### config.mk
export PLATFORM = sky130hd
export DESIGN_NAME = sorted_timer_queue_core
export DESIGN_NICKNAME = d
export VERILOG_FILES = /design/src/rtl/core/stq_pkg.sv /design/src/rtl/core/sorted_timer_queue_core.sv /design/src/rtl/core/stq_front.sv /design/src/rtl/core/stq_back.sv
export SDC_FILE = /design/constraint.sdc
export NUM_CORES = 2
export LEC_CHECK = 0
export BUFFER_PORTS_ARGS = -buffer_cell sky130_fd_sc_hd__buf_4
export CORE_MARGIN = 2
export CORE_UTILIZATION = 64
export DETAILED_ROUTE_END_ITERATION = 7
export HOLD_SLACK_MARGIN = 0.15
export PLACE_DENSITY = 0.79
export SLEW_MARGIN = 20
export SYNTH_ARGS = -nofsm -noshare
export SYNTH_HDL_FRONTEND = slang
export SYNTH_SLANG_ARGS = --single-unit
### constraint.sdc
create_clock -name clock -period 9.8 [get_ports clock]
set_input_delay 0.98 -clock clock [delete_from_list [all_inputs] [get_ports clock]]
set_output_delay 0.98 -clock clock [all_outputs]
set_load 0.02 [all_outputs]
### src/rtl/core/stq_pkg.sv
// Package for the sorted timer queue: item types, opcodes, result kinds and sizes.
// No dependencies; used by every module of the block.
package stq_pkg;

   localparam int TIMERS = 16;
   localparam int TIME_BITS = 48;
   localparam int ID_BITS = 4;
   localparam int CNT_BITS = 5;
   localparam int EXP_BITS = TIME_BITS + 1;
   localparam int MAX_OUT = 16;
   localparam int US_PER_MS = 1000;
   localparam logic [48:0] IDLE_DELAY_US = 49'd1000000000;

   typedef enum logic [1:0] {
      OP_SCHEDULE   = 2'd0,
      OP_UNSCHEDULE = 2'd1,
      OP_RUN        = 2'd2,
      OP_QUERY      = 2'd3
   } opcode_type;

   typedef enum logic [1:0] {
      KIND_ACK     = 2'd0,
      KIND_FIRED   = 2'd1,
      KIND_NONE    = 2'd2,
      KIND_DELAY   = 2'd3
   } kind_type;

   typedef struct packed {
      logic [1:0]  opcode;
      logic [3:0]  timer_id;
      logic [30:0] delay_ms;
      logic [47:0] now_us;
   } req_type;

   typedef struct packed {
      logic [1:0]  kind;
      logic [3:0]  fired_id;
      logic [48:0] delay_us;
      logic        has_timer;
      logic        last;
   } rsp_type;

   // Command handed from the front to the back: the expiry is already computed.
   typedef struct packed {
      opcode_type          op;
      logic [ID_BITS-1:0]  id;
      logic                id_ok;
      logic [EXP_BITS-1:0] when;
      logic [EXP_BITS-1:0] now;
   } cmd_type;

   typedef enum logic [2:0] {
      ST_IDLE,
      ST_FIND,
      ST_SHIFT,
      ST_INS,
      ST_RUN,
      ST_OUT
   } state_type;

endpackage

### src/rtl/core/sorted_timer_queue_core.sv
// Sorted timer queue: up to 16 timers ordered by expiry. One item at a time in the back
// end; a schedule walks the list one entry per cycle, and a run delivers one fired
// timer per cycle while the result output is not stalled.
// The front computes the expiry in two stages and buffers one command.
// Depends on stq_pkg, stq_front and stq_back.
module sorted_timer_queue_core (
   input  logic             clock,
   input  logic             reset,
   input  logic             req_valid,
   output logic             req_stall,
   input  stq_pkg::req_type req_data,
   output logic             rsp_valid,
   input  logic             rsp_stall,
   output stq_pkg::rsp_type rsp_data
);
   import stq_pkg::*;

   logic    cmd_valid, cmd_take;
   cmd_type cmd_data;

   stq_front u_front (
      .clock, .reset, .req_valid, .req_stall, .req_data,
      .cmd_valid, .cmd_take, .cmd_data
   );

   stq_back u_back (
      .clock, .reset, .cmd_valid, .cmd_take, .cmd_data,
      .rsp_valid, .rsp_stall, .rsp_data
   );
endmodule

### src/rtl/core/stq_front.sv
// Front of the timer queue: accepts items and computes the expiry time.
// Depends on stq_pkg. Two-stage: multiply by 1000 is registered before the add.
module stq_front (
   input  logic             clock,
   input  logic             reset,
   input  logic             req_valid,
   output logic             req_stall,
   input  stq_pkg::req_type req_data,
   output logic             cmd_valid,
   input  logic             cmd_take,
   output stq_pkg::cmd_type cmd_data
);
   import stq_pkg::*;

   logic       s1_valid_ff, s1_valid_in;
   req_type    s1_ff;
   logic [40:0] prod_ff;
   logic       s2_valid_ff, s2_valid_in;
   cmd_type    s2_ff, s2_in;
   logic       adv2, adv1;

   assign adv2 = !s2_valid_ff || cmd_take;
   assign adv1 = !s1_valid_ff || adv2;
   assign req_stall = !adv1;

   always_comb begin
      s1_valid_in = s1_valid_ff;
      if (adv1) s1_valid_in = req_valid;
      s2_valid_in = s2_valid_ff;
      if (adv2) s2_valid_in = s1_valid_ff;
      s2_in.op    = opcode_type'(s1_ff.opcode);
      s2_in.id    = s1_ff.timer_id;
      s2_in.id_ok = ({1'b0, s1_ff.timer_id} < 5'(TIMERS));
      s2_in.now   = {1'b0, s1_ff.now_us[TIME_BITS-1:0]};
      s2_in.when  = EXP_BITS'({1'b0, s1_ff.now_us[TIME_BITS-1:0]} + 50'(prod_ff));
   end

   always_ff @(posedge clock) begin
      if (reset) begin
         s1_valid_ff <= 1'b0;
         s2_valid_ff <= 1'b0;
      end else begin
         s1_valid_ff <= s1_valid_in;
         s2_valid_ff <= s2_valid_in;
      end
      if (adv1) begin
         s1_ff   <= req_data;
      end
      if (adv1) begin
         prod_ff <= 41'(req_data.delay_ms) * 41'(US_PER_MS);
      end
      if (adv2) s2_ff <= s2_in;
   end

   // The product stage travels with stage one; it is registered at the same edge.
   assign cmd_valid = s2_valid_ff;
   assign cmd_data  = s2_ff;
endmodule

### src/rtl/core/stq_back.sv
// Back of the timer queue: keeps the sorted list and carries out each command.
// Depends on stq_pkg. One list entry is visited per cycle.
module stq_back (
   input  logic             clock,
   input  logic             reset,
   input  logic             cmd_valid,
   output logic             cmd_take,
   input  stq_pkg::cmd_type cmd_data,
   output logic             rsp_valid,
   input  logic             rsp_stall,
   output stq_pkg::rsp_type rsp_data
);
   import stq_pkg::*;

   state_type state_ff, state_in;
   cmd_type   cmd_ff, cmd_in;
   logic [EXP_BITS-1:0] expiry_ff [TIMERS];
   logic [ID_BITS-1:0]  order_ff [TIMERS];
   logic [TIMERS-1:0]   armed_ff, armed_in;
   logic [CNT_BITS-1:0] count_ff, count_in;
   logic [CNT_BITS-1:0] pos_ff, pos_in;
   logic [CNT_BITS-1:0] nout_ff, nout_in;
   logic                out_valid_ff, out_valid_in;
   rsp_type             out_ff, out_in;
   logic                out_free;
   logic [ID_BITS-1:0]  head_id;
   logic [EXP_BITS-1:0] head_exp;
   logic [ID_BITS-1:0]  next_id;
   logic [EXP_BITS-1:0] next_exp;
   logic                more_due;
   logic [ID_BITS-1:0]  pos_id;
   // list write controls
   logic                sh_left, sh_right, ins_we, exp_we;
   logic [CNT_BITS-1:0] sh_from;

   assign out_free = !out_valid_ff || !rsp_stall;
   assign head_id  = order_ff[0];
   assign head_exp = expiry_ff[head_id];
   assign pos_id   = order_ff[pos_ff[ID_BITS-1:0]];
   // The entry behind the head decides whether the timer popped now is the last one.
   assign next_id  = order_ff[1];
   assign next_exp = expiry_ff[next_id];
   assign more_due = count_ff > CNT_BITS'(1) && next_exp <= cmd_ff.now
                     && nout_ff < CNT_BITS'(MAX_OUT - 1);

   always_comb begin
      state_in = state_ff; cmd_in = cmd_ff; armed_in = armed_ff;
      count_in = count_ff; pos_in = pos_ff; nout_in = nout_ff;
      out_valid_in = out_valid_ff && rsp_stall; out_in = out_ff;
      cmd_take = 1'b0; sh_left = 1'b0; sh_right = 1'b0; ins_we = 1'b0;
      exp_we = 1'b0; sh_from = pos_ff;
      unique case (state_ff)
         ST_IDLE: begin
            if (cmd_valid) begin
               cmd_take = 1'b1;
               cmd_in = cmd_data;
               pos_in = '0;
               nout_in = '0;
               unique case (cmd_data.op) inside
                  OP_SCHEDULE, OP_UNSCHEDULE: begin
                     if (cmd_data.id_ok && armed_ff[cmd_data.id]) state_in = ST_FIND;
                     else if (cmd_data.id_ok && cmd_data.op == OP_SCHEDULE)
                        state_in = ST_INS;
                     else state_in = ST_OUT;
                  end
                  OP_RUN:   state_in = ST_RUN;
                  default:  state_in = ST_OUT;
               endcase
            end
         end
         ST_FIND: begin
            // Walk to the slot, then close the gap it leaves.
            if (pos_id == cmd_ff.id) begin
               sh_left = 1'b1;
               armed_in[cmd_ff.id] = 1'b0;
               count_in = count_ff - 1'b1;
               pos_in = '0;
               state_in = (cmd_ff.op == OP_SCHEDULE) ? ST_INS : ST_OUT;
            end else pos_in = pos_ff + 1'b1;
         end
         ST_INS: begin
            if (pos_ff < count_ff && cmd_ff.when > expiry_ff[pos_id])
               pos_in = pos_ff + 1'b1;
            else begin
               exp_we = 1'b1; sh_right = 1'b1; ins_we = 1'b1;
               armed_in[cmd_ff.id] = 1'b1;
               count_in = count_ff + 1'b1;
               state_in = ST_OUT;
            end
         end
         ST_RUN: begin
            if (out_free) begin
               if (count_ff != '0 && head_exp <= cmd_ff.now
                   && nout_ff < CNT_BITS'(MAX_OUT)) begin
                  sh_left = 1'b1; sh_from = '0;
                  armed_in[head_id] = 1'b0;
                  count_in = count_ff - 1'b1;
                  nout_in = nout_ff + 1'b1;
                  out_valid_in = 1'b1;
                  out_in = '{kind: KIND_FIRED, fired_id: head_id, delay_us: '0,
                             has_timer: 1'b0, last: !more_due};
                  if (!more_due) state_in = ST_IDLE;
               end else begin
                  state_in = ST_OUT;
               end
            end
         end
         ST_OUT: begin
            if (out_free) begin
               out_valid_in = 1'b1;
               out_in = '{kind: KIND_ACK, fired_id: '0, delay_us: '0,
                          has_timer: 1'b0, last: 1'b1};
               if (cmd_ff.op == OP_RUN) out_in.kind = KIND_NONE;
               else if (cmd_ff.op == OP_QUERY) begin
                  out_in.kind = KIND_DELAY;
                  if (count_ff == '0) out_in.delay_us = IDLE_DELAY_US;
                  else begin
                     out_in.has_timer = 1'b1;
                     out_in.delay_us = (head_exp > cmd_ff.now) ? head_exp - cmd_ff.now : '0;
                  end
               end
               state_in = ST_IDLE;
            end
         end
         default: state_in = ST_IDLE;
      endcase
   end

   always_comb begin
      rsp_valid = out_valid_ff;
      rsp_data  = out_ff;
   end

   always_ff @(posedge clock) begin
      if (reset) begin
         state_ff <= ST_IDLE;
         armed_ff <= '0;
         count_ff <= '0;
         out_valid_ff <= 1'b0;
      end else begin
         state_ff <= state_in;
         armed_ff <= armed_in;
         count_ff <= count_in;
         out_valid_ff <= out_valid_in;
      end
      cmd_ff <= cmd_in;
      pos_ff <= pos_in;
      nout_ff <= nout_in;
      out_ff <= out_in;
      if (exp_we) expiry_ff[cmd_ff.id] <= cmd_ff.when;
      for (int i = 0; i < TIMERS; i++) begin
         if (sh_left && CNT_BITS'(i) >= sh_from && i < TIMERS - 1)
            order_ff[i] <= order_ff[(i + 1) % TIMERS];
         if (sh_right && CNT_BITS'(i) > pos_ff && i > 0)
            order_ff[i] <= order_ff[(i + TIMERS - 1) % TIMERS];
      end
      if (ins_we) order_ff[pos_ff[ID_BITS-1:0]] <= cmd_ff.id;
   end
endmodule

== Word-level counts from Yosys, hierarchy flattened ==
Memories as Yosys holds them, arrays and structs flattened. A register that Yosys moved wholly into a read port is not among the register bits.
Cells that the tools add are included.
Widths: inputs -> output; s select.

* Flip-flop bits (word level): 392
* Latch bits: 0
* RAM bits: 848
* Bits in read-only memories: 0
* Input bits: 89
* Output and inout bits: 59
* Word-level logic and storage cells: 318
* Memories: 2

* Add/sub/neg operators: 6
* $mul: 1
* Div/mod/pow operators: 0
* $lt $le $gt $ge: 43
* Equality and inequality tests: 17
* Shift operators: 0
* Muxes and demuxes: 141
* Bitwise operators: 19
* Reductions and logical operators: 64

{| class="wikitable"
|+ Memories
! name !! depth !! bits a word !! read ports !! clocked after Yosys merged registers in !! write ports !! line !! source
|-
| u_back.expiry_ff || 16 || 49 || 3 || 0 || 1 || stq_back.sv:17 || <nowiki>logic [EXP_BITS-1:0] expiry_ff [TIMERS];</nowiki>
|-
| u_back.order_ff || 16 || 4 || 17 || 1 || 16 || stq_back.sv:18 || <nowiki>logic [ID_BITS-1:0] order_ff [TIMERS];</nowiki>
|}

{| class="wikitable"
|+ Operators with widths
! kind !! number
|-
| $mux 57 || 3
|-
| $pmux 57 s2 || 1
|-
| $mux 50 || 2
|-
| $le 49x48->1 || 2
|-
| $mux 49 || 2
|-
| $mux 1 || 77
|-
| $mux 4 || 17
|-
| $mux 16 || 4
|-
| $mux 5 || 12
|-
| $add 48x41->49 || 1
|-
| $gt 49x48->1 || 1
|-
| $gt 49x49->1 || 1
|-
| $sub 49x48->49 || 1
|-
| $pmux 16 s3 || 1
|-
| $gt 4x5->1 const A || 8
|-
| $logic_and 1x1->1 || 38
|-
| $mul 31x7->38 const B || 1
|-
| $ge 4x5->1 const A || 7
|-
| $and 16x16->16 || 2
|-
| $not 16->16 || 2
|-
| $mux 3 || 10
|-
| $pmux 5 s3 || 2
|-
| $ge 3x5->1 const A || 4
|-
| $gt 3x5->1 const A || 4
|-
| 45 further kinds || 88
|}

== Depth between registers and ports, before layout ==
An unclocked memory read counts as a cell.

* Depth after elaboration: 13
* Gate-level depth with buffers: 23
* Mapped depth without buffers: 18

== Hierarchy ==
Synthesis repeated with hierarchy kept, for this count alone.

* Cells, all modules: 5535
* Area total of the unflattened synthesis: 73376.6 um^2

{| class="wikitable"
|+ By module, submodules not included
! module !! instances !! cells an instance !! area an instance (um^2) !! seq. area each (um^2)
|-
| stq_back || 1 || 4425 || 59887.4 || 31179.9
|-
| stq_front || 1 || 1110 || 13489.2 || 5805.6
|}

== Worst setup path after synthesis ==
OpenSTA, ideal clock, no wires.

* Path kind: register to register
* Start: reg (tool-made name)
* End: reg u_back.armed_ff[0]
* Setup time: 0.078 ns
* Data arrival time: 7.769 ns
* Data required time: 9.722 ns
* Path slack: 1.953 ns
* Cell stages (with the launch flop): 21
* Cell sequence: dfxtp_1 -> buf_1 -> mux4_2 -> mux2i_1 -> mux2i_1 -> buf_1 -> mux4_2 -> mux2_2 -> o21ai_0 -> ha_1 -> and3_1 -> a221o_1 -> a31oi_1 -> o21ai_0 -> or4_1 -> a21oi_1 -> clkbuf_1 -> nand2_1 -> nor2_1 -> o21ai_0 -> a21oi_1

{| class="wikitable"
|+ RTL lines
! element !! line !! source
|-
| to (signal assigned) || stq_back.sv:142 || <nowiki>armed_ff <= armed_in;</nowiki>
|-
| to (decl) || stq_back.sv:19 || <nowiki>logic [TIMERS-1:0] armed_ff, armed_in;</nowiki>
|}

==> results.sh <==
export IMPL_crit_slowest_cell="sky130_fd_sc_hd__mux4_4"
export IMPL_tritoncts="yes"
export IMPL_floorplan_die_width_um=335.8
export IMPL_cts_made_buffers=134
export IMPL_post_synth_inst_count=4453
export IMPL_total_neg_setup_slack_ns=0
export IMPL_total_power_mw=22.15
export IMPL_synth_warnings=0
export IMPL_ratio_of_routed_vias_to_standard_cells=7.423
export IMPL_ys_seq_elements=1238
export IMPL_final_common_cell="sky130_fd_sc_hd__edfxtp_1"
export IMPL_fp_dieArea_um2=112800
export IMPL_mappedNetlistNets=4936
export IMPL_initial_utilization=0.6464
export IMPL_top_ff_cell_synth="sky130_fd_sc_hd__edfxtp_1"
export IMPL_antenna_left=0
export IMPL_clkTransAtPathRegs_ns=0.07
export IMPL_max_cap_viol=0
export IMPL_place_hpwl_mm=126.3
export IMPL_ctsHoldBuffers=0
export IMPL_core_rowCount=121
export IMPL_grt_start_max_net_pins=119
export IMPL_ctsResizeCount=0
export IMPL_critical_path_max_stage_delay_ns=1.02
export IMPL_final_period_utilization=0.8616
export IMPL_timing_max_transition_violations_final=0
export IMPL_synth_cell_area_um2=70460
export IMPL_cp_data_required_time_ns=10.23
export IMPL_outcome="completed"
export IMPL_worst_skew_pair_late_latency_ns=0.78
export IMPL_hold_path_class="primary input to flop"
export IMPL_grt_busiest_layer="met2"
export IMPL_path_class="flop to flop"
export IMPL_critical_path_cell_chain="mux4_2, mux4_4, buf_4, mux4_2, mux2_2, o21ai_0, ha_1, a211oi_1, o21bai_1, a21oi_1, o21ai_0, or4_1, a21oi_1, buf_4, nand3_1, nor2_4, buf_4"
export IMPL_area_delta_synth_final_pct=10.24
export IMPL_hold_path_depth=1
export IMPL_drt_total_wl_mm=195.9
export IMPL_grt_first_pass_wirelength_mm=291.6
export IMPL_dr_total_vias=45260
export IMPL_layout_cells_most_common_list="sky130_fd_sc_hd__edfxtp_1 (1207), sky130_fd_sc_hd__mux4_2 (705), sky130_fd_sc_hd__ha_1 (278), sky130_fd_sc_hd__inv_1 (248), sky130_fd_sc_hd__a21oi_1 (213)"
export IMPL_postSynthAreaPerCell_um2=15.82
export IMPL_chipHeight_um=335.8
export IMPL_yosysUniqueCellTypes=76
export IMPL_critical_path_most_common_cell="sky130_fd_sc_hd__buf_4"
export IMPL_grt_use_total=0.3557
export IMPL_yosysSeqAreaShare=0.5232
export IMPL_worst_setup_end_kind="flop"
export IMPL_worst_path_max_fanout=47
export IMPL_drt_iter0_markers=6294
export IMPL_antenna_found_initial=6
export IMPL_via_count_of_the_first_global_routing_pass=45140
export IMPL_h_tree_lvl_count=4
export IMPL_clock_path_buffers=3
export IMPL_nets=5063
export IMPL_tightestPinTransition_ns=1.141
export IMPL_grt_met3_usage=0.1039
export IMPL_worst_clock_skew_ns=0.04035
export IMPL_critical_path_startpoint_type="flop"
export IMPL_synth_async_reset_ratio=0
export IMPL_globalRouteOverflowTotal=0
export IMPL_synth_enable_flop_cells=1207
export IMPL_drive_gt1_frac=0.2601
export IMPL_post_cts_setup_buffer_count=0
export IMPL_numPortBuffers=147
export IMPL_upper_clock_frequency_limit_mhz=118.4
export IMPL_period_minus_slack_ns=8.443
export IMPL_grt_use_met2=0.5430
export IMPL_drcViolationCount=0
export IMPL_post_drt_wl_per_cell_um=32.14
export IMPL_place_congestion=0.9428
export IMPL_io_pins=148
export IMPL_clk_root_buffer_cell="sky130_fd_sc_hd__clkbuf_16"
export IMPL_global_route_usage_met1=0.4879
export IMPL_r2r_setup_slack_ns=1.36
export IMPL_hold_viol_final=0
export IMPL_setup_failing_eps_final=0
export IMPL_worst_path_dominant_cell_family="multiplexers"
export IMPL_rsz0062_at_grt="no"
export IMPL_cts_sinks=1238
export IMPL_critical_path_depth=17
export IMPL_power_ir_vdd_worst_mv=0.4062
export IMPL_critPathArrivalTime_ns=8.87
export IMPL_fin_worst_hold_slack_ns=0.3837
export IMPL_antenna_cells=0
export IMPL_dr_pass1_iters=6
export IMPL_crit_buf_inv=3
export IMPL_fp_coreArea_um2=109000
export IMPL_p_per_cell_area_nw_per_um2=285.2
export IMPL_worstRegToRegCells=17
export IMPL_power_leakage_nw=27.79
export IMPL_relSlewSlack=0.2330
## path summary, 6_finish.rpt
kind,startpoint,endpoint
worst max-delay path,flop,u_back.expiry_ff[14][8]
worst min-delay path,req_data[20],u_front.s1_ff[20]
worst max register to register,flop,u_back.expiry_ff[14][8]
worst min register to register,u_front.cmd_data[43],u_back.cmd_ff[43]
## stage by stage
step,worst slack (ns),util,std cells,cell area (µm²)
floorplan,1.953,-,4453,70460
global route,1.194,0.7126,6097,77680
CTS,1.493,0.7126,6097,77680
finish,1.357,0.7126,6097,77680
detailed placement,1.641,0.6741,5858,73480
global placement,1.540,0.6741,5858,73480
## metal layers
layer  wire length, µm  part of all wire
met5               104           0.00053
met4              8587             0.044
met3             27530              0.14
met2             90680              0.46
met1             69040              0.35
## registers in the layout, summed over array words and instances, names as in the netlist, named ones only
signal and count:
u_back.nout_ff 5, u_front.prod_ff 38, u_back.state_ff 3, u_back.pos_ff 5
u_back.expiry_ff 784, u_back.order_ff 64, u_back.rsp_valid 1, u_front.s1_ff 54
u_front.cmd_data 100, u_back.rsp_data 57, u_back.cmd_ff 100, u_back.count_ff 5
u_front.s1_valid_ff 1, u_back.armed_ff 16, u_front.cmd_valid 1
## cell type report
| cell class | count | area [µm²] |
|---|---|---|
| Clock buffer | 165 | 3491 |
| Clock inverter | 74 | 703.2 |
| Fill cell | 6715 | 31330 |
| Inverter | 249 | 937.1 |
| Multi-Input combinational cell | 2729 | 31940 |
| Sequential cell | 1238 | 36870 |
| Tap cell | 1414 | 1769 |
| Timing Repair Buffer | 228 | 1974 |
## cells in the mapped netlist (9+ instances only)
library cell,instances,share of area
sky130_fd_sc_hd__a211oi_1,28,0.0030
sky130_fd_sc_hd__a21o_1,81,0.0086
sky130_fd_sc_hd__a21oi_1,215,0.015
sky130_fd_sc_hd__a31oi_1,28,0.0025
sky130_fd_sc_hd__and2_1,16,0.0014
sky130_fd_sc_hd__and3_1,27,0.0024
sky130_fd_sc_hd__buf_1,40,0.0021
sky130_fd_sc_hd__buf_2,25,0.0018
sky130_fd_sc_hd__clkbuf_1,170,0.0091
sky130_fd_sc_hd__dfxtp_1,31,0.0088
sky130_fd_sc_hd__edfxtp_1,1207,0.51
sky130_fd_sc_hd__fa_1,116,0.033
sky130_fd_sc_hd__ha_1,278,0.049
sky130_fd_sc_hd__inv_1,249,0.013
sky130_fd_sc_hd__mux2_2,57,0.0091
sky130_fd_sc_hd__mux2i_1,106,0.015
sky130_fd_sc_hd__mux4_2,706,0.23
sky130_fd_sc_hd__nand2_1,192,0.010
sky130_fd_sc_hd__nand2b_1,14,0.0012
sky130_fd_sc_hd__nand3_1,63,0.0045
sky130_fd_sc_hd__nand4_1,40,0.0036
sky130_fd_sc_hd__nor2_1,218,0.012
sky130_fd_sc_hd__nor2b_1,25,0.0022
sky130_fd_sc_hd__nor3_1,40,0.0028
sky130_fd_sc_hd__nor4_1,14,0.0012
sky130_fd_sc_hd__o21a_1,18,0.0019
sky130_fd_sc_hd__o21ai_0,169,0.012
sky130_fd_sc_hd__o21bai_1,13,0.0014
sky130_fd_sc_hd__o31ai_1,14,0.0015
sky130_fd_sc_hd__or2_2,9,0.00080
sky130_fd_sc_hd__xnor2_1,80,0.0099
sky130_fd_sc_hd__xor2_1,44,0.0055
## where the power goes
| group | internal, mW | switching [mW] |
|---|---|---|
| Clock | 2.77 | 2.14 |
| Sequential | 6.55 | 0.408 |
| Combinational | 4.51 | 5.77 |
## kinds of logic (layout without fill, tap and decap cells)
logic type	after synthesis	after routing	synth area share
muxes	869	869	0.2498
and+or+nand+nor	689	689	0.04547
buffers and inverters	486	716	0.02655
AOI/OAI and AO/OA	653	653	0.05725
DFF	1238	1238	0.5232
xor gates and xnor gates	124	124	0.01541
adders and majority gates	394	394	0.08232
(Power assumes the default switching activity.)
